## config.mk

```make
export PLATFORM = sky130hd
export DESIGN_NAME = sca_ram
export DESIGN_NICKNAME = d
export VERILOG_FILES = /design/src/rtl/core/sca_ram.sv
export SDC_FILE = /design/constraint.sdc
export NUM_CORES = 1
export LEC_CHECK = 0
export BUFFER_PORTS_ARGS = -buffer_cell sky130_fd_sc_hd__buf_2
export CAP_MARGIN = 20
export CORE_ASPECT_RATIO = 1.4
export CORE_MARGIN = 5
export CORE_UTILIZATION = 45
export DETAILED_ROUTE_END_ITERATION = 7
export GPL_ROUTABILITY_DRIVEN = 0
export REMOVE_ABC_BUFFERS = 1
export SYNTH_ARGS = -nofsm -noshare
export SYNTH_HDL_FRONTEND = slang
export SYNTH_SLANG_ARGS = --single-unit
```

## constraint.sdc

```tcl
create_clock -name clk_i -period 5 [get_ports clk_i]
set_clock_uncertainty 0.1 [all_clocks]
set_input_delay 0.5 -clock clk_i [delete_from_list [all_inputs] [get_ports clk_i]]
set_output_delay 0.5 -clock clk_i [all_outputs]
set_load 0.1 [all_outputs]
```

## src/rtl/core/sca_ram.sv

```systemverilog
// Simple dual-port synchronous RAM with registered read.
// Depends on nothing; instantiated by the allocator top level.
module sca_ram #(
  parameter int unsigned Depth = 64,
  parameter int unsigned Width = 15
) (
  input  logic                     clk_i,
  input  logic                     we_i,
  input  logic [$clog2(Depth)-1:0] waddr_i,
  input  logic [Width-1:0]         wdata_i,
  input  logic [$clog2(Depth)-1:0] raddr_i,
  output logic [Width-1:0]         rdata_o
);

  logic [Width-1:0] mem [Depth];

  always_ff @(posedge clk_i) begin
    if (we_i) begin
      mem[waddr_i] <= wdata_i;
    end
  end

  always_ff @(posedge clk_i) begin
    rdata_o <= mem[raddr_i];
  end

endmodule

```

; Yosys cells after proc, flatten, opt, wreduce, memory -nomap -nowiden
; Memory sizes are Yosys's and may differ from the RTL's. A register that Yosys moved wholly into a read port is not among the register bits.
; Cells that the tools add are included.
[word_totals]
elab_cells = 3
regBits = 0
mem_bits_rw = 960
romBits = 0
memories = 1
latchBits = 0
[op_classes]
n_addsub = 0
magnitude_cmp = 0
div = 0
shift = 0
n_reduce_logical = 0
n_bitwise = 0
mux = 2
n_mul = 0
n_eq_ne = 0
[mem_list]
columns = memory, depth, word_bits, rd, rd_clocked_by_memory_dff, write_ports, line_no
row1 = mem, 64, 15, 1, 1, 1, 15  ; logic [Width-1:0] mem [Depth];
[ops]
columns = op, count
row1 = 1-bit 2-to-1 mux, 2

; Logic depth before layout (Yosys ltp)
[logic_depth]
word_depth = 2
mapped_depth = 9

; Worst setup path after synthesis
; Ideal clock, no wire load.
[synth_path]
path_type = in2reg
startpoint = input port waddr_i[3]
endpoint = memory mem[48][0] (enable)
t_arrival_ns = 2.085
required_time_ns = 4.494
setup_ns = 0.406
path_stages = 4
path_slack_ns = 2.409
path_cell_list = clkbuf_1 -> nor2b_1 -> nand4b_1 -> nor3_1
[synth_rtl]
columns = element, line_no
row1 = from (decl), 9  ; input logic [$clog2(Depth)-1:0] waddr_i,
row2 = to (decl), 15
; No word-level cell before the write port.

==> Flow_metrics.wiki <==
{| class="wikitable"
! Metric !! Value
|-
| Worst max-slew margin expressed relative to the limit || 0.2644
|-
| Prevailing post-synth register cell || sky130_fd_sc_hd__edfxtp_1
|-
| Yosys top cell area share || 0.7752
|-
| Global-route wire length before repair || 127100 microns
|-
| Path type of the worst min-delay path || in2reg
|-
| Number of hold-slack violations in the final timing report || 0
|-
| Detailed-router iteration count before antenna repair || 5
|-
| H-Tree Depth || 3
|-
| Buffer type at the clock tree root || sky130_fd_sc_hd__clkbuf_16
|-
| Leakage power total || between 10 and 15 nW
|-
| CTS sink count || a little under 1000
|-
| Number of flops mapped to enable cells by yosys || 960
|-
| Gate power share || 0.056
|-
| Die X || 253.0 microns
|-
| Nets || 1812
|-
| Average wire per cell in the routed design || 29.82 microns
|-
| Number of antenna violations at the first check in global routing || 3
|-
| Area of the multi-input gates || roughly 0.0076 sq mm
|-
| Number of buffers inserted by hold repair at cts || 0
|-
| Maximum number of pins on one net before global-route repair || 75
|-
| Ys Warns || 0
|-
| Critical path's slowest cell || sky130_fd_sc_hd__mux4_2
|-
| Vertical extent of the die || 350.1 microns
|-
| Total grt overflow || 0
|-
| Pwr Density || slightly below 400 mW/mm^2
|-
| Power share of the sequential group || 0.543
|-
| Placeable core region || a little over 0.08 sq mm
|-
| Highest clock rate || 0.3426 GHz
|-
| Synth cell types || 37
|-
| Starting density of the core || 0.4540
|-
| Type of element launching the critical path || input pin
|-
| I/O pin count || 44
|-
| Cells traversed along the worst timing path || buf_8, buf_4, mux4_2, mux2_2, o22ai_1, a2111oi_0, a21o_1
|-
| Least-Margin Pin Slew || around 1.1 ns
|-
| Largest area contributor in the netlist || sky130_fd_sc_hd__edfxtp_1
|-
| Highest ir drop seen on vdd || ~220 uV
|-
| CTS resizes || 0
|-
| Area growth syn-to-layout || 13.14%
|-
| Overall routed net length || 87200 microns
|-
| Tot GR Track Use || 0.1974
|-
| Clock transition at the registers of the reported paths || 0.07 ns
|-
| Clock group share of total power || 0.401
|-
| Utilization after layout || 0.5136
|-
| Maximum clock path buffer count || 3
|-
| Placement row count || 124
|-
| TritonCTS buffer count || 86
|-
| Half-perimeter wire length after detailed placement || just over 50000 microns
|-
| Syn Area/Cell || 22.70 sq um
|-
| Number of synthesized register bits || around 1000
|-
| Final max-slew violation count || 0
|-
| Arrival time at the worst endpoint || 3.36 ns
|-
| Filler instances || 6386
|-
| Commonest cells in the synthesized netlist || 960 x sky130_fd_sc_hd__edfxtp_1, 240 x sky130_fd_sc_hd__mux4_2, 71 x sky130_fd_sc_hd__nor2_1
|-
| Crit-path max cell delay || 0.57 ns
|-
| Buffers inserted by post-CTS timing repair || 0
|-
| Layout cell share with drive strength beyond 1 || 0.2966
|-
| Post-synthesis cell count || roughly 1600
|-
| RSZ-0062 raised after global routing || no
|-
| Critical path class || in2reg
|-
| Register area share after synthesis || 0.7832
|-
| Number of input and output port buffers inserted || 43
|-
| Remaining number of nets flagged by the antenna check after routing || 0
|-
| Result of the run || finished, final reports clean
|-
| Clk Latency, worst-skew pair || 0.65 ns
|-
| Number of vias after detailed routing || ~17000
|-
| Clock tree from TritonCTS || done
|-
| Net switching component of the power || 3.535 mW
|-
| DR iter-0 viols || 1737
|-
| Total Die Area || 0.08857 sq mm
|-
| Internal power || 13.18 mW
|-
| Netlist Area Pre-Place || 0.03719 sq mm
|-
| Reg area || approximately 0.029 sq mm
|-
| Number of setup violations in the final report || 0
|-
| Via count of the first global-routing pass || 18090
|-
| Largest fanout on the critical path || 43
|-
| Setup_tns || 0 ns
|-
| Type of destination of the critical path || flop
|-
| Data required time at the worst endpoint || 5.45 ns
|-
| Minimum clock period after layout || between 2 and 3 ns
|-
| Post-synth ARST share || 0
|-
| Hold slack || 0.07772 ns
|-
| Most repeated cell in the gate-level netlist after synthesis || sky130_fd_sc_hd__edfxtp_1
|-
| Max_cap viols || 0
|-
| Average vias per placed instance || 5.857
|-
| Share of the clock period used by the worst path after layout || 0.5838
|-
| Switching portion of total power || 0.2115
|-
| Area contributors post-synth || sky130_fd_sc_hd__edfxtp_1 78%, sky130_fd_sc_hd__mux4_2 15%, sky130_fd_sc_hd__mux2_2 1.1%
|-
| Number of remaining DRC errors || 0
|}
[registers in the layout, indices dropped and copies added, names as in the netlist]
signal,cells
mem,960
rdata_o,15
[placed cells by master (no fill, tap or decap), types with 3 or more instances in the layout]
cell                         netlist  layout
sky130_fd_sc_hd__o32ai_1           3       3
sky130_fd_sc_hd__o22ai_1          23      23
sky130_fd_sc_hd__bufinv_16         0      11
sky130_fd_sc_hd__buf_2            27      40
sky130_fd_sc_hd__a2111oi_0        12      11
sky130_fd_sc_hd__nor3b_1           3       3
sky130_fd_sc_hd__nor2b_1           9       9
sky130_fd_sc_hd__mux2i_1          39      39
sky130_fd_sc_hd__buf_12            0       8
sky130_fd_sc_hd__nand3_1          15      15
sky130_fd_sc_hd__clkbuf_1         44      14
sky130_fd_sc_hd__edfxtp_1        960     960
sky130_fd_sc_hd__nor3_1            5       3
sky130_fd_sc_hd__nand4_1           7       7
sky130_fd_sc_hd__clkbuf_16         0      89
sky130_fd_sc_hd__nand2b_1          6       6
sky130_fd_sc_hd__inv_6             0       4
sky130_fd_sc_hd__mux4_2          240     240
sky130_fd_sc_hd__a21o_1           11      11
sky130_fd_sc_hd__buf_4             9      94
sky130_fd_sc_hd__dfxtp_1          15      15
sky130_fd_sc_hd__clkinv_1          0      21
sky130_fd_sc_hd__a21oi_1          26      26
sky130_fd_sc_hd__a22oi_1           6       6
sky130_fd_sc_hd__nor2_1           71      71
sky130_fd_sc_hd__mux2_2           37      37
sky130_fd_sc_hd__clkinvlp_4        0       5
sky130_fd_sc_hd__o21ai_0          13      13
sky130_fd_sc_hd__clkinv_2          0      11
sky130_fd_sc_hd__o221ai_1         14      14
sky130_fd_sc_hd__a22o_1            3       3
sky130_fd_sc_hd__nand2_1          16      16
[layer usage]
layer  track usage  share of wire  vias up  routed length [microns]
li1              -              -     7257                        -
met1        0.2583           0.39     9256                    34040
met2        0.3457           0.53      500                    45960
met3       0.02387          0.050      114                     4376
met4       0.06789          0.032        0                     2824
met5             0              0        -                        0
[cell families after synthesis]
| family | after synthesis | synth area share |
|---|---|---|
| compound gates | 114 | 0.02072 |
| buf+inv | 92 | 0.01151 |
| flops | 975 | 0.7832 |
| mux | 316 | 0.1670 |
| simple gates | 141 | 0.01749 |
[critical path: cells and delay by family]
family	cells	cell delay [ns]
compound gates	3	0.95
mux	2	0.86
buf+inv	2	0.94
[power by group through the flow]
| stage | Combinational, mW | Sequential, mW | Clock [mW] |
|---|---|---|---|
| 3_3_place_gp | 0.940 | 9.25 | 0 |
| 5_1_grt | 0.991 | 9.07 | 7.18 |
| 2_1_floorplan | 0.339 | 9.35 | 0 |
| 3_5_place_dp | 0.952 | 9.26 | 0 |
| 6_report | 0.939 | 9.08 | 6.70 |
| 4_1_cts | 0.954 | 9.08 | 6.84 |
[through the flow]
step | total power [mW] | cells | area, sq um | setup WS (ns)
final | 16.72 | 2924 | 42080 | 2.081
after global routing | 17.25 | 2922 | 42070 | 1.962
after CTS | 16.88 | 2918 | 42000 | 2.056
after detailed placement | 10.21 | 2762 | 39170 | 1.373
after global placement | 10.19 | 2760 | 39160 | 1.254
after floorplan | 9.691 | 1547 | 36770 | 2.546
[final timing paths]
path | from | to | slack, ns | cells after the start
setup / recovery | raddr_i[0] | rdata_o[13]$_DFF_P_ | 2.08 | 7
hold / removal | wdata_i[8] | mem[53][8]$_DFFE_PP_ | 0.08 | 1
setup reg to reg | mem[11][13]$_DFFE_PP_ | rdata_o[13]$_DFF_P_ | 2.65 | 5
hold reg to reg | mem[49][7]$_DFFE_PP_ | rdata_o[7]$_DFF_P_ | 0.78 | 4
[area by class of cell]
type | instances | area share
Multi-Input combinational cell | 571 | 0.1817
Clock inverter | 53 | 0.01302
Inverter | 1 | 0.00008921
Antenna cell | 2 | 0.0001189
Sequential cell | 975 | 0.6923
Clock buffer | 103 | 0.05418
Timing Repair Buffer | 148 | 0.02679
Tap cell | 1071 | 0.03185
No activity file was read; power rests on OpenSTA's default activity.
